<file path="config.mk">
export PLATFORM = sky130hd
export DESIGN_NAME = json_string_unescape
export DESIGN_NICKNAME = d
export VERILOG_FILES = /design/src/hw/rtl/jsu_pkg.sv /design/src/hw/rtl/json_string_unescape.sv
export SDC_FILE = /design/constraint.sdc
export NUM_CORES = 1
export LEC_CHECK = 0
export BUFFER_PORTS_ARGS = -buffer_cell sky130_fd_sc_hd__buf_2
export CORE_UTILIZATION = 38
export DETAILED_ROUTE_END_ITERATION = 10
export GPL_TIMING_DRIVEN = 0
export PLACE_DENSITY = 0.62
export SLEW_MARGIN = 20
export SYNTH_ARGS = -nofsm -noshare
export SYNTH_HDL_FRONTEND = slang
export SYNTH_SLANG_ARGS = --single-unit
</file>
<file path="constraint.sdc">
create_clock -name clk_i -period 8 [get_ports clk_i]
set_clock_uncertainty 0.2 [all_clocks]
set_input_delay 0.4 -clock clk_i [delete_from_list [all_inputs] [get_ports clk_i]]
set_output_delay 0.4 -clock clk_i [all_outputs]
set_load 0.1 [all_outputs]
</file>
<file path="src/hw/rtl/jsu_pkg.sv">
// jsu_pkg: shared types, character codes and the hex digit decoder for the
// JSON string unescaper. No dependencies.

package jsu_pkg;

  localparam int unsigned UnitW   = 16;
  localparam int unsigned DigitW  = 4;
  localparam int unsigned HexRadix = 16;

  // Character codes seen in the text stream
  localparam logic [UnitW-1:0] ChQuote     = 16'h0022;
  localparam logic [UnitW-1:0] ChBackslash = 16'h005C;
  localparam logic [UnitW-1:0] ChSlash     = 16'h002F;
  localparam logic [UnitW-1:0] ChB         = 16'h0062;
  localparam logic [UnitW-1:0] ChF         = 16'h0066;
  localparam logic [UnitW-1:0] ChN         = 16'h006E;
  localparam logic [UnitW-1:0] ChR         = 16'h0072;
  localparam logic [UnitW-1:0] ChT         = 16'h0074;
  localparam logic [UnitW-1:0] ChU         = 16'h0075;
  localparam logic [UnitW-1:0] ChDigit0    = 16'h0030;
  localparam logic [UnitW-1:0] ChDigit9    = 16'h0039;
  localparam logic [UnitW-1:0] ChLowerA    = 16'h0061;
  localparam logic [UnitW-1:0] ChLowerF    = 16'h0066;
  localparam logic [UnitW-1:0] ChUpperA    = 16'h0041;
  localparam logic [UnitW-1:0] ChUpperF    = 16'h0046;

  // Control characters produced by the short escapes
  localparam logic [UnitW-1:0] CtlBackspace = 16'h0008;
  localparam logic [UnitW-1:0] CtlFormFeed  = 16'h000C;
  localparam logic [UnitW-1:0] CtlNewline   = 16'h000A;
  localparam logic [UnitW-1:0] CtlReturn    = 16'h000D;
  localparam logic [UnitW-1:0] CtlTab       = 16'h0009;

  localparam logic [UnitW-1:0] UnitZero = '0;

  // Input kinds
  localparam logic KindText = 1'b0;
  localparam logic KindEnd  = 1'b1;

  typedef enum logic [2:0] {
    PH_IDLE = 3'd0,
    PH_STR  = 3'd1,
    PH_ESC  = 3'd2,
    PH_HEX1 = 3'd3,
    PH_HEX2 = 3'd4,
    PH_HEX3 = 3'd5,
    PH_HEX4 = 3'd6
  } phase_e;

  typedef struct packed {
    logic              ok;
    logic [DigitW-1:0] value;
  } hex_digit_t;

  function automatic hex_digit_t hex_digit(input logic [UnitW-1:0] u);
    hex_digit_t        r;
    logic [UnitW-1:0]  diff;
    r    = '0;
    diff = '0;
    if (u >= ChDigit0 && u <= ChDigit9) begin
      diff    = u - ChDigit0;
      r.ok    = 1'b1;
      r.value = diff[DigitW-1:0];
    end else if (u >= ChLowerA && u <= ChLowerF) begin
      diff    = u - ChLowerA + 16'd10;
      r.ok    = 1'b1;
      r.value = diff[DigitW-1:0];
    end else if (u >= ChUpperA && u <= ChUpperF) begin
      diff    = u - ChUpperA + 16'd10;
      r.ok    = 1'b1;
      r.value = diff[DigitW-1:0];
    end
    return r;
  endfunction

endpackage

</file>
<file path="src/hw/rtl/json_string_unescape.sv">
// json_string_unescape: decodes a quoted JSON string one UTF-16 code unit per
// beat. Depends on jsu_pkg for phase codes, character codes and hex decoding.
//
//   Channel | Direction | Handshake          | Payload
//   --------+-----------+--------------------+------------------------------------
//   in      | sink      | valid_i / stall_o  | kind_i, code_unit_i
//   out     | source    | valid_o / stall_i  | has_char_o, decoded_unit_o,
//           |           |                    | string_done_o, truncated_o
//
// Flow: one input beat per cycle while the output is not stalled; a beat is
// captured in the input register, decoded against the phase register in one
// short combinational step, and its result (if any) lands in the output
// register, from which it leaves on valid_o.
// Reset: rst_ni clears the valid bits of both pipeline registers and returns
// the phase to "awaiting opening quote" with the \u accumulator cleared.
// Stalls: stall_i holds a full output register; the input register then holds
// too, and stall_o rises only while the input register is full and blocked.

module json_string_unescape
  import jsu_pkg::*;
(
  input  logic             clk_i,
  input  logic             rst_ni,
  // input channel
  input  logic             valid_i,
  output logic             stall_o,
  input  logic             kind_i,
  input  logic [UnitW-1:0] code_unit_i,
  // output channel
  output logic             valid_o,
  input  logic             stall_i,
  output logic             has_char_o,
  output logic [UnitW-1:0] decoded_unit_o,
  output logic             string_done_o,
  output logic             truncated_o
);

  // Input register
  logic             in_valid_q, in_valid_d;
  logic             kind_q;
  logic [UnitW-1:0] unit_q;

  // Decoder state
  phase_e           phase_q, phase_d;
  logic [UnitW-1:0] hex_value_q, hex_value_d;
  logic             hex_invalid_q, hex_invalid_d;

  // Output register
  logic             out_valid_q, out_valid_d;
  logic             has_char_q;
  logic [UnitW-1:0] decoded_q;
  logic             done_q;
  logic             trunc_q;

  // Result of the decode step
  logic             res_valid;
  logic             res_has_char;
  logic [UnitW-1:0] res_unit;
  logic             res_done;
  logic             res_trunc;

  logic             in_accept;
  logic             out_free;
  logic             advance;
  hex_digit_t       digit;
  logic [UnitW-1:0] hex_shifted;

  // The output register is free when empty or being drained this cycle.
  assign out_free  = !out_valid_q || !stall_i;
  // Retire the beat held in the input register into the decoder.
  assign advance   = in_valid_q && out_free;
  assign stall_o   = in_valid_q && !out_free;
  assign in_accept = valid_i && !stall_o;

  assign digit       = hex_digit(unit_q);
  assign hex_shifted = {hex_value_q[UnitW-DigitW-1:0], digit.value};

  // Decode the held beat against the current phase.
  always_comb begin
    phase_d       = phase_q;
    hex_value_d   = hex_value_q;
    hex_invalid_d = hex_invalid_q;
    res_valid     = 1'b0;
    res_has_char  = 1'b0;
    res_unit      = UnitZero;
    res_done      = 1'b0;
    res_trunc     = 1'b0;

    if (kind_q == KindEnd) begin
      // End of text: flag truncation only when inside a string.
      if (phase_q != PH_IDLE) begin
        phase_d       = PH_IDLE;
        hex_value_d   = UnitZero;
        hex_invalid_d = 1'b0;
        res_valid     = 1'b1;
        res_trunc     = 1'b1;
      end
    end else begin
      case (phase_q)
        PH_IDLE: begin
          // Skip the opening quote, whatever its value.
          phase_d = PH_STR;
        end
        PH_STR: begin
          if (unit_q == ChBackslash) begin
            phase_d = PH_ESC;
          end else if (unit_q == ChQuote) begin
            phase_d   = PH_IDLE;
            res_valid = 1'b1;
            res_done  = 1'b1;
          end else begin
            res_valid    = 1'b1;
            res_has_char = 1'b1;
            res_unit     = unit_q;
          end
        end
        PH_ESC: begin
          phase_d      = PH_STR;
          res_valid    = 1'b1;
          res_has_char = 1'b1;
          case (unit_q)
            ChQuote:     res_unit = ChQuote;
            ChBackslash: res_unit = ChBackslash;
            ChSlash:     res_unit = ChSlash;
            ChB:         res_unit = CtlBackspace;
            ChF:         res_unit = CtlFormFeed;
            ChN:         res_unit = CtlNewline;
            ChR:         res_unit = CtlReturn;
            ChT:         res_unit = CtlTab;
            ChU: begin
              phase_d       = PH_HEX1;
              hex_value_d   = UnitZero;
              hex_invalid_d = 1'b0;
              res_valid     = 1'b0;
              res_has_char  = 1'b0;
            end
            default: begin
              // Unknown escape letter: drop it silently.
              res_valid    = 1'b0;
              res_has_char = 1'b0;
            end
          endcase
        end
        PH_HEX1, PH_HEX2, PH_HEX3: begin
          if (digit.ok) begin
            hex_value_d = hex_shifted;
          end else begin
            hex_invalid_d = 1'b1;
          end
          phase_d = phase_e'(phase_q + 3'd1);
        end
        PH_HEX4: begin
          phase_d       = PH_STR;
          hex_value_d   = UnitZero;
          hex_invalid_d = 1'b0;
          res_valid     = 1'b1;
          res_has_char  = 1'b1;
          res_unit      = (hex_invalid_q || !digit.ok) ? UnitZero : hex_shifted;
        end
        default: begin
          phase_d = PH_STR;
        end
      endcase
    end
  end

  always_comb begin
    in_valid_d = in_valid_q;
    if (in_accept) begin
      in_valid_d = 1'b1;
    end else if (advance) begin
      in_valid_d = 1'b0;
    end
  end

  always_comb begin
    out_valid_d = out_valid_q;
    if (advance) begin
      out_valid_d = res_valid;
    end else if (!stall_i) begin
      out_valid_d = 1'b0;
    end
  end

  // Control registers
  always_ff @(posedge clk_i or negedge rst_ni) begin
    if (!rst_ni) begin
      in_valid_q    <= 1'b0;
      out_valid_q   <= 1'b0;
      phase_q       <= PH_IDLE;
      hex_value_q   <= UnitZero;
      hex_invalid_q <= 1'b0;
    end else begin
      in_valid_q  <= in_valid_d;
      out_valid_q <= out_valid_d;
      if (advance) begin
        phase_q       <= phase_d;
        hex_value_q   <= hex_value_d;
        hex_invalid_q <= hex_invalid_d;
      end
    end
  end

  // Payload registers: input on acceptance, output on a valid result; else hold.
  always_ff @(posedge clk_i) begin
    if (in_accept) begin
      kind_q <= kind_i;
      unit_q <= code_unit_i;
    end
    if (advance && res_valid) begin
      has_char_q <= res_has_char;
      decoded_q  <= res_unit;
      done_q     <= res_done;
      trunc_q    <= res_trunc;
    end
  end

  assign valid_o        = out_valid_q;
  assign has_char_o     = has_char_q;
  assign decoded_unit_o = decoded_q;
  assign string_done_o  = done_q;
  assign truncated_o    = trunc_q;

  // A result carries a character, a string end or a truncation, never two.
  a_result_exclusive: assert property (@(posedge clk_i) disable iff (!rst_ni)
    valid_o |-> ($countones({has_char_o, string_done_o, truncated_o}) == 1))
    else $error("result carries more than one kind of event");

  // The \u accumulator is clear whenever no hex escape is in progress.
  a_hex_clear: assert property (@(posedge clk_i) disable iff (!rst_ni)
    (phase_q == PH_IDLE || phase_q == PH_STR || phase_q == PH_ESC)
      |-> (hex_value_q == UnitZero && !hex_invalid_q))
    else $error("hex accumulator dirty outside a hex escape");

  // Truncation returns the decoder to awaiting an opening quote.
  a_trunc_resets: assert property (@(posedge clk_i) disable iff (!rst_ni)
    (advance && kind_q == KindEnd) |=> (phase_q == PH_IDLE))
    else $error("end of text did not return to idle");

  // Input stalls only while a beat is held behind a blocked output.
  a_stall_cause: assert property (@(posedge clk_i) disable iff (!rst_ni)
    stall_o |-> (in_valid_q && out_valid_q && stall_i))
    else $error("input stalled without a blocked output");

endmodule
</file>
=== Word level (Yosys, flattened, before mapping) ===
Index checks and enable logic that the tools add are counted.

* Add/subtract/negate cells: 6
* Magnitude comparators: 6
* Eq/ne operators: 21
* Multiplexer cells: 37
* Bitwise operators: 1
* Reduce and logical (&&, ||, !) cells: 23

{| class="wikitable"
|+ Operators by type and width
! cell !! number
|-
| $eq 16x7->1 const B || 7
|-
| $pmux 7 s8 || 1
|-
| $mux 12 || 4
|-
| $mux 16 || 3
|-
| $pmux 16 s3 || 1
|-
| $pmux 12 s3 || 1
|-
| $eq 16x6->1 const B || 2
|-
| $ge 16x7->1 const B || 2
|-
| $le 16x7->1 const B || 2
|-
| $ge 16x6->1 const B || 1
|-
| $le 16x6->1 const B || 1
|-
| $mux 1 || 15
|-
| $mux 5 || 3
|-
| $mux 3 || 4
|-
| $sub 4x1->4 const B || 3
|-
| $reduce_and 5->1 || 2
|-
| $eq 3x3->1 const B || 3
|-
| $pmux 1 s3 || 3
|-
| $pmux 3 s3 || 1
|-
| $add 4x4->4 const B || 2
|-
| $reduce_or 8->1 || 1
|-
| $logic_and 1x1->1 || 7
|-
| $eq 3x2->1 const B || 2
|-
| $ne 3x3->1 const B || 2
|-
| 14 further kinds || 21
|}

* Flip-flop bits (word level): 54
* Bits of input ports: 21
* Output and inout bits: 21
* Logic and storage cells: 105

=== Depth between registers and ports, before layout ===
Gate-level depths: netlist of run 1.

* Depth in word-level cells: 9
* Mapped depth: 9
* Gate-level depth less buffers: 7

=== Worst setup path after synthesis of run 1 ===
No wires, ideal clock.

* Path kind: register to register
* Start: register unit_q[0]
* End: register decoded_q[0] (netlist: decoded_unit_o[0]) (enable)
* Library setup time: 0.395 ns
* Arrival: 2.526 ns
* Required time: 7.405 ns
* Path slack: 4.879 ns
* Cell stages (with the launch flop): 8
* Path buffers: 0
* Period minus slack after synthesis: 3.121 ns
* Cells stage by stage: edfxtp_1 > inv_1 > ha_1 > nor3b_1 > nand2_1 > o21bai_1 > a2111oi_4 > nor2_1

* Longest elaborated chain between the ends: 6
* Elaborated cells between the ends (all ways): 14
* Classes of those cells: eq/ne (8); mux (4); reduce/logical (2)

{| class="wikitable"
|+ RTL lines
! what !! RTL line !! text
|-
| start: declaration || json_string_unescape.sv:41 || <nowiki>logic [UnitW-1:0] unit_q;</nowiki>
|-
| start signal: assignment || json_string_unescape.sv:208 || <nowiki>unit_q <= code_unit_i;</nowiki>
|-
| $eq 16x7->1, or another cell as far along || json_string_unescape.sv:105, json_string_unescape.sv:121 ||
|-
| $reduce_or 8->1 (no line) || n/a ||
|-
| $mux 1 || json_string_unescape.sv:121 || <nowiki>case (unit_q)</nowiki>
|-
| $pmux 1 s3 * || json_string_unescape.sv:99 || <nowiki>case (phase_q)</nowiki>
|-
| $mux 1 * || json_string_unescape.sv:89 || <nowiki>if (kind_q == KindEnd) begin</nowiki>
|-
| $logic_and 1x1->1 * || json_string_unescape.sv:210 || <nowiki>if (advance && res_valid) begin</nowiki>
|-
| end signal: assignment || json_string_unescape.sv:212 || <nowiki>decoded_q <= res_unit;</nowiki>
|-
| end: declaration || json_string_unescape.sv:51 || <nowiki>logic [UnitW-1:0] decoded_q;</nowiki>
|}

Mark *: on every way between the ends. The rest lies on a longest branch, timed or not.
A chain may end at the register's enable or synchronous reset.

=== Final worst setup path of run 1 ===
* Start: register unit_q[0]
* End: register decoded_q[3] (netlist: decoded_unit_o[3]) (enable)

The elaborated chain is that of the path after synthesis.

==> results of run 1 <==
-- registers in the layout, summed over array words and instances (netlist names) --
name,count
truncated_o,1
phase_q,3
unit_q,16
hex_invalid_q,1
hex_value_q,12
decoded_unit_o,16
string_done_o,1
valid_o,1
kind_q,1
has_char_o,1
in_valid_q,1
-- area by class of cell --
| class | instances | area, um2 |
|---|---|---|
| fillers | 701 | 3960 |
| clock buffers | 5 | 68.8 |
| inverters | 7 | 26.3 |
| clock inverters | 3 | 28.8 |
| well taps | 99 | 124 |
| plain buffers | 12 | 53.8 |
| multi-input cells | 169 | 1280 |
| flip-flops and latches | 54 | 1530 |
| repair buffers | 42 | 215 |
-- layer usage --
layer	wire length, um	vias to the layer above	share of wire [%]
met2	2780	75	45
met4	78	0	1.3
met3	377	8	6.1
met1	2950	1004	48
li1	-	1056	-
met5	0	-	0
-- cells in the mapped netlist, drive strengths merged (4+ instances only) --
master and number:
nor2 13, and3 5, nand2 12, buf 5, and2 4, a22oi 4
o2bb2ai 4, o21ai 13, ha 9, nand3 4, nand2b 4, o31ai 5
dfrtp 18, edfxtp 36, clkbuf 7, inv 7, o211ai 5, a22o 19
a21oi 7
-- worst register-to-register path: stages, from the launching register on --
cell and delay (ns):
edfxtp_1 0.55, inv_1 0.17, ha_1 0.26, nor3b_1 0.40
nand2_1 0.23, o21bai_1 0.35, a2111oi_4 0.07, nor2_2 0.76
-- power groups by stage --
stage                     Sequential, mW  Combinational [mW]  Clock, mW
after CTS                          0.348               0.248      0.169
after detailed placement           0.354               0.247          0
after global routing               0.352               0.264      0.179
final                              0.348               0.248      0.163
after floorplan                    0.451              0.0990          0
after global placement             0.353               0.246          0
-- timing repair --
action                    4_1_cts  5_1_grt
hold endpoints to repair       18        0
hold buffers                    1        0
setup buffers                   0        0
-- metrics by stage --
stage               total power, mW  hold WS [ns]  std cells
floorplan                     0.550       -0.0956        242
global placement              0.599         0.159        382
detailed placement            0.601         0.157        382
CTS                           0.766        0.0402        391
global route                  0.794        0.0320        391
finish                        0.759        0.0446        391
-- logic make-up after synthesis --
kind of cell,Yosys count,share of synthesized area (%)
buffers and inverters,19,2.77
multiplexers,2,0.692
AND/OR/NAND/NOR,72,15.1
AO/OA/AOI/OAI,85,24.3
XOR/XNOR,1,0.303
flip-flops,54,52.9
adder cells (fa/ha/maj),9,3.89
-- worst paths after layout --
check                                start  slack (ns)                 to
max reg2reg                      unit_q[0]        4.63  decoded_unit_o[3]
max in group asynchronous           rst_ni        6.97     hex_value_q[6]
min                         code_unit_i[3]        0.04          unit_q[3]
max                              unit_q[0]        4.63  decoded_unit_o[3]
min reg2reg                hex_value_q[11]        0.32    hex_value_q[11]
min in group asynchronous           rst_ni        0.33         in_valid_q
==> flow_summary.json, run 1 <==
{
  "status": "finished, final reports clean",
  "avgSynthCellArea_um2": 12.0,
  "htree_levels": 2,
  "critical_path_arrival_ns": 3.11,
  "rsz0062_at_grt": "false",
  "grt.total_usage_pct": 16.8,
  "finalCritPeriodShare_pct": 42.1,
  "comb_power_share_pct": 32.6,
  "placementRows": 31,
  "drt-initial-drc-count": 140,
  "crit_family": "simple AND/OR/NAND/NOR gates",
  "syn_nets": 272,
  "wl_per_cell_um": 15.8,
  "cpPeakStageDelay_ns": 0.76,
  "grt.busiest_layer": "met2",
  "power.leakage_nw": 1.34,
  "final_cell_mix": "buf_2 (45), edfxtp_1 (36), a22o_1 (19)",
  "clock_latency_ns": 0.32,
  "grt_pass1_wl_um": 9940,
  "routed_wl_um": 6190,
  "portBuffers": 41,
  "vias_per_cell": 5.48,
  "ir_drop_mv": 0.0719,
  "cts_buffer_depth": 2,
  "syn_inst": 242,
  "hold_class": "in2reg",
  "antenna_left": 0,
  "p_sw_share_pct": 39.8,
  "cts_root_buf": "clkbuf_8",
  "path_depth": 7,
  "fmax_mhz": 297,
  "met3_usage_pct": 3.32,
  "ys_async_sr_fraction_pct": 33.3,
  "startpoint_type": "flip-flop",
  "finalCriticalPeriod_ns": 3.37,
  "ys_ff_latch": 54,
  "seq_area_frac_synth_pct": 52.9,
  "ys_types": 61,
  "die_area_um2": 7970,
  "switchingPower_mw": 0.302,
  "yosys_warnings": 0,
  "synth_top_area_cell": "edfxtp_1",
  "cap_violations": 0,
  "cts_resized": 0,
  "coreArea_um2": 7290,
  "ff2ff_path_depth": 7,
  "gr-total-overflow": 0,
  "cp.required_ns": 7.74,
  "fin_setup_tns_ns": 0,
  "syn2layout_area_growth_pct": 15.2,
  "cp_slowest_cell": "nor2_2",
  "drcViolationCount": 0,
  "gr-usage-met1_pct": 24.7,
  "cts_tree": "yes",
  "p_int_mw": 0.457,
  "final_util_pct": 45.7,
  "start_util_pct": 39.7,
  "dieHeight_um": 89.3,
  "synth.top_cell.area_share_pct": 37.4,
  "top_level_ports": 42,
  "place_area_um2": 3230,
  "critPathMaxFanout": 19,
  "min_path_cells": 1,
  "path_clk_slew_ns": 0.11,
  "grtUsageMet2_pct": 25.1,
  "p_seq_share_pct": 45.9,
  "path_buf_inv": 1,
  "place_ws_ns": 4.69,
  "finalInstanceArea_um2": 3330,
  "powerDensity_nw_per_um2": 228,
  "diodes": 0,
  "first_pass_iters": 4,
  "cts_buffers": 5,
  "grt_max_degree": 20,
  "setup_viol": 0,
  "antenna_found_initial": 0,
  "die_w_um": 89.3,
  "synth_top_flop_cell": "edfxtp_1",
  "cts_sinks": 54,
  "crit_type": "reg2reg",
  "dr_total_vias": 2143,
  "num-nets-final": 321,
  "grt_pass1_vias": 1925,
  "power_frac_clock_pct": 21.5,
  "setup_ws_ns": 4.63,
  "drv_slew": 0,
  "drive_gt1_share_pct": 23.3,
  "netlist_top_cells_area": "edfxtp_1 (37%), dfrtp_1 (16%), a22o_1 (5.8%)",
  "dp_hpwl_um": 4610,
  "synth_edf_count": 36,
  "finalHoldViolations": 0,
  "relSlewSlack_pct": 36.7,
  "gp_congestion": 0.879,
  "final_common_cell": "buf_2",
  "cp-end-kind": "flip-flop",
  "path_cells": "inv_1 -> ha_1 -> nor3b_1 -> nand2_1 -> o21bai_1 -> a2111oi_4 -> nor2_2",
  "worst_pin_slew_ns": 0.949,
  "syn_area_um2": 2890
}
Note: power is estimated with default switching activity, not from simulation.
==> run 2: changes to the inputs <==
- ABC_AREA: unset -> 1
- PLACE_DENSITY: 0.62 -> 0.64
- clock period: 8 -> 3.07 ns (I/O delays scaled with it)
==> flow_summary.json, run 2 <==
{
  "status": "finished, final reports clean",
  "synth_xor_area_share_pct": 0.570,
  "worst_pin_slew_ns": 0.710,
  "post_cts_buffers": 0,
  "placementRows": 32,
  "comb_power_share_pct": 44.2,
  "finalCritPeriodShare_pct": 91.2,
  "finalInstanceArea_um2": 3720,
  "grt_pass1_wl_um": 12100,
  "gp_congestion": 0.921,
  "grt_max_degree": 20,
  "seq_area_frac_synth_pct": 49.8,
  "p_seq_share_pct": 38.8,
  "synth_edf_count": 36,
  "netlist_top_cells_area": "edfxtp_1 (35%), dfrtp_1 (15%), nand2_1 (12%)",
  "synth.top_cell.area_share_pct": 35.2,
  "syn_inst": 372,
  "htree_levels": 2,
  "ys_types": 26,
  "antenna_found_initial": 0,
  "place_area_um2": 3410,
  "drive_gt1_share_pct": 17.4,
  "synth_top_family_by_area": "simple AND/OR/NAND/NOR gates",
  "ys_top_cells_by_count": "nand2_1 (97), nand3_1 (46), nor2_1 (43)",
  "cp_slowest_cell": "edfxtp_1",
  "switchingPower_mw": 1.23,
  "setup_viol": 0,
  "synth_top_flop_cell": "edfxtp_1",
  "avgSynthCellArea_um2": 8.26,
  "p_sw_share_pct": 48.1,
  "yosys_warnings": 0,
  "drv_slew": 0,
  "grt.total_usage_pct": 18.3,
  "cpMostUsedCell": "nor2_1",
  "synthAdderAreaFrac_pct": 3.66,
  "fmax_mhz": 357,
  "num-nets-final": 471,
  "top_level_ports": 42,
  "cts_tree": "yes",
  "crit_family": "buffers and inverters",
  "syn2layout_area_growth_pct": 21.1,
  "cap_violations": 0,
  "synth_top_area_cell": "edfxtp_1",
  "die_w_um": 91.9,
  "holdWs_ns": 0.0920,
  "clock_latency_ns": 0.32,
  "portBuffers": 41,
  "path_clk_slew_ns": 0.11,
  "finalCriticalPeriod_ns": 2.80,
  "dieHeight_um": 91.9,
  "power_frac_clock_pct": 17.0,
  "ys_ff_latch": 54,
  "powerDensity_nw_per_um2": 685,
  "gr-total-overflow": 0,
  "rsz0062_at_grt": "false",
  "power_mw": 2.55,
  "path_buf_inv": 3,
  "critical_path_arrival_ns": 2.55,
  "vias_per_cell": 5.00,
  "hold_class": "in2async",
  "syn_nets": 402,
  "final_cell_mix": "nand2_1 (97), nand3_1 (46), buf_2 (44)",
  "syn_area_um2": 3070,
  "drcViolationCount": 0,
  "die_area_um2": 8450,
  "finalHoldViolations": 0,
  "antenna_left": 0,
  "wl_per_cell_um": 13.5,
  "startpoint_type": "flip-flop",
  "cp-end-kind": "flip-flop",
  "cts_root_buf": "clkbuf_8",
  "drt-initial-drc-count": 168,
  "relSlewSlack_pct": 52.6,
  "cts_sinks": 54,
  "synth.most_common_cell": "nand2_1",
  "dp_hpwl_um": 5330,
  "power.leakage_nw": 1.65,
  "start_util_pct": 39.6,
  "cpPeakStageDelay_ns": 0.51,
  "ys_async_sr_fraction_pct": 33.3,
  "muxShareOfSynthArea_pct": 0,
  "path_cells": "inv_1 -> ha_1 -> nand4_1 -> nor2_1 -> nand2_1 -> inv_1 -> nor2_1 -> nor2_1 -> nand3_1 -> nand2_1 -> clkinvlp_4",
  "place_ws_ns": -0.0766,
  "critPathMaxFanout": 19,
  "final_common_cell": "nand2_1",
  "cp.required_ns": 2.82,
  "first_pass_iters": 4,
  "grt_pass1_vias": 2537,
  "coreArea_um2": 7770,
  "synth_compound_area_share_pct": 5.94,
  "p_int_mw": 1.32,
  "cts_buffer_depth": 2,
  "cts_buffers": 5,
  "dr_total_vias": 2721,
  "synth_simple_gate_area_share_pct": 32.9,
  "routed_wl_um": 7350,
  "ir_drop_mv": 0.242,
  "setup_ws_ns": 0.271,
  "crit_type": "reg2reg",
  "diodes": 0
}
run 2: cell types whose count changed in the layout (fill, tap and decap cells not counted), sizes merged, moves of 6 or more:
cell         delta
nand4          +14
nand3          +43
nor2           +36
a22o           -19
a21oi          +15
dlygate4sd3    +20
nand2          +90
inv            +25
nor3            +6
run 2: path summary, 6_finish.rpt:
path | from | to | slack [ns] | cells after the start
worst max-delay path | unit_q[1] | decoded_unit_o[6] | 0.27 | 11
worst min-delay path | rst_ni | phase_q[0] | 0.09 | 2
worst min register to register | hex_value_q[11] | hex_value_q[11] | 0.30 | 2
max in group asynchronous | rst_ni | hex_value_q[0] | 2.25 | 2
min in group clk_i | hex_value_q[11] | hex_value_q[11] | 0.30 | 2
worst max register to register | unit_q[1] | decoded_unit_o[6] | 0.27 | 11
run 2: cells by family after synthesis:
logic type / count (synthesis)
buffers and inverters: 47
XOR/XNOR: 2
AO/OA/AOI/OAI: 35
AND/OR/NAND/NOR: 225
adder cells (fa/ha/maj): 9
flip-flops: 54
run 2: metrics by stage:
stage	instances	TNS [ns]	utilization (%)
2_1_floorplan	372	0	-
3_3_place_gp	515	-2.00	43.8
3_5_place_dp	515	-1.43	43.8
4_1_cts	544	0	47.9
5_1_grt	544	0	47.9
6_report	544	0	47.9
run 2: power by group through the flow:
stage	sequential, mW	clock, mW	combinational [mW]
floorplan	1.47	0	0.423
global placement	1.00	0	1.09
detailed placement	1.01	0	1.10
CTS	0.989	0.444	1.13
global route	1.00	0.474	1.21
finish	0.990	0.433	1.13
run 2: final cells by class:
| cell class | count | area (um2) |
|---|---|---|
| buffer | 13 | 90.1 |
| clock buffer | 5 | 68.8 |
| clock inverter | 3 | 28.8 |
| fill | 761 | 4050 |
| inverter | 34 | 133 |
| multi-input combinational | 271 | 1330 |
| sequential | 54 | 1530 |
| tap | 102 | 128 |
| timing repair buffer | 62 | 415 |
run 2: timing repair:
action | in CTS | in global routing
resized for setup | 1 | 1
endpoints found under the setup margin | 19 | 19
endpoints found under the hold margin | 37 | 0
hold buffers | 21 | 0
run 2: per-layer routing:
metal | wire length, um | share of wire, % | up-vias | track usage (%)
li1 | - | - | 1379 | -
met1 | 3520 | 48 | 1250 | 25.6
met2 | 3330 | 45 | 85 | 29.0
met3 | 387 | 5.3 | 7 | 2.82
met4 | 113 | 1.5 | 0 | 5.86
met5 | 0 | 0 | - | 0
==> run 3: changes to the inputs <==
- CORE_MARGIN: unset -> 4
- PLACE_DENSITY: 0.64 -> 0.65
- REMOVE_ABC_BUFFERS: unset -> 1
==> flow_summary.json, run 3 (synthesis gave the netlist of run 2 again) <==
{
  "die_area_um2": 9590,
  "die_w_um": 97.9,
  "r2r-start": "unit_q[0]",
  "finalHoldViolations": 0,
  "wl_per_cell_um": 13.2,
  "critPathMaxFanout": 29,
  "dp_hpwl_um": 5010,
  "gp_congestion": 0.952,
  "power.leakage_nw": 1.61,
  "hold_class": "in2async",
  "start_util_pct": 39.4,
  "final_cell_mix": "nand2_1 (97), nand3_1 (46), nor2_1 (41), buf_2 (41), edfxtp_1 (36)",
  "cts_sinks": 54,
  "coreArea_um2": 7810,
  "final_common_cell": "nand2_1",
  "diodes": 0,
  "comb_power_share_pct": 43.1,
  "cap_violations": 0,
  "top_level_ports": 42,
  "grt_pass1_wl_um": 12000,
  "num-nets-final": 459,
  "cpPeakStageDelay_ns": 0.56,
  "cts_buffer_depth": 2,
  "portBuffers": 41,
  "finalCriticalPeriod_ns": 2.69,
  "relSlewSlack_pct": 48.8,
  "powerDensity_nw_per_um2": 703,
  "grt_max_degree": 30,
  "htree_levels": 2,
  "critical_path_arrival_ns": 2.51,
  "ir_drop_mv": 0.210,
  "clock_latency_ns": 0.31,
  "grt.total_usage_pct": 14.9,
  "path_clk_slew_ns": 0.11,
  "status": "finished, final reports clean",
  "worstSetupStartpoint": "unit_q[0]",
  "vias_per_cell": 4.99,
  "dieHeight_um": 97.9,
  "finalCritPeriodShare_pct": 87.7,
  "worst_pin_slew_ns": 0.768,
  "drcViolationCount": 0,
  "cp_slowest_cell": "edfxtp_1",
  "cp-end-kind": "flip-flop",
  "syn2layout_area_growth_pct": 19.7,
  "cts_buffers": 5,
  "drive_gt1_share_pct": 16.7,
  "final_util_pct": 47.1,
  "first_pass_iters": 5,
  "p_int_mw": 1.36,
  "route.met3.wl_um": 395,
  "rsz0062_at_grt": "false",
  "cts_tree": "yes",
  "dr_total_vias": 2656,
  "dr_wl_met2_um": 3160,
  "path_cells": "inv_1 -> ha_1 -> nor3_1 -> nor2_1 -> nand2_1 -> nand3_2 -> nand3_1 -> a21oi_1",
  "drt-met1-wl_um": 3430,
  "switchingPower_mw": 1.22,
  "drv_slew": 0,
  "fin_setup_tns_ns": 0,
  "power_mw": 2.59,
  "antenna_left": 0,
  "drt-initial-drc-count": 180,
  "p_sw_share_pct": 47.3,
  "antenna_found_initial": 0,
  "holdWs_ns": 0.0919,
  "routed_wl_um": 7030,
  "fmax_mhz": 371,
  "grt_pass1_vias": 2437,
  "p_seq_share_pct": 38.8,
  "setup_viol": 0,
  "placementRows": 32,
  "crit_type": "reg2reg",
  "power_frac_clock_pct": 18.2,
  "cts_root_buf": "clkbuf_8",
  "gr-total-overflow": 0,
  "cp.required_ns": 2.89,
  "top_layer": "met4",
  "startpoint_type": "flip-flop"
}
==> run 3: cell count changes in the layout (fill, tap and decap cells not counted), sizes merged <==
cell,previous run,this run
clkbuf,8,6
dlygate4sd3,21,20
buf,51,43
clkinv,3,1
clkinvlp,1,2
==> run 3: worst paths after layout <==
kind / to / cells past startpoint / slack [ns]
min in group clk_i: hex_value_q[11] / 2 / 0.30
worst min-delay path: phase_q[0] / 2 / 0.09
worst min register to register: hex_value_q[11] / 2 / 0.30
worst max-delay path: decoded_unit_o[1] / 8 / 0.38
max in group asynchronous: hex_value_q[5] / 2 / 2.27
worst max register to register: decoded_unit_o[1] / 8 / 0.38
==> run 3: worst max-delay path: cells and delay by family (launching register included) <==
family | cells | cell delay [ns]
flip-flops | 1 | 0.56
AO/OA/AOI/OAI | 1 | 0.10
AND/OR/NAND/NOR | 5 | 1.14
adder cells (fa/ha/maj) | 1 | 0.25
buffers and inverters | 1 | 0.15
==> run 3: routing by layer <==
metal	up-vias	global-route usage [%]
met1	1211	22.7
li1	1353	-
met2	88	22.8
met5	-	0
met3	4	2.07
met4	0	2.98
==> run 3: layout make-up <==
cell class	count	area (um2)
clock buffers	6	93.8
clock inverters	2	18.8
fillers	769	4130
inverters	34	133
multi-input cells	271	1340
flip-flops and latches	54	1530
well taps	102	128
repair buffers	63	433
==> run 3: timing repair <==
action / 4_1_cts / 5_1_grt
gates resized for setup: 1 / 3
hold buffers: 20 / 0
buffers inserted: 0 / 1
gates cloned: 0 / 0
setup endpoints to repair: 19 / 19
endpoints found under the hold margin: 37 / 0
==> run 3: power groups by stage <==
stage               clock, mW  sequential, mW  combinational [mW]
floorplan                   0            1.47               0.390
global placement            0            1.01                1.06
detailed placement          0            1.02                1.06
CTS                     0.480            1.00                1.09
global route            0.514            1.02                1.19
finish                  0.470            1.00                1.11
==> run 3: through the flow <==
stage          cell area (um2)  setup slack, ns  std cells
6_report                  3680            0.377        532
5_1_grt                   3680            0.163        532
4_1_cts                   3640           0.0346        531
3_5_place_dp              3330           -0.162        503
3_3_place_gp              3320           -0.115        502
2_1_floorplan             2980            0.398        359
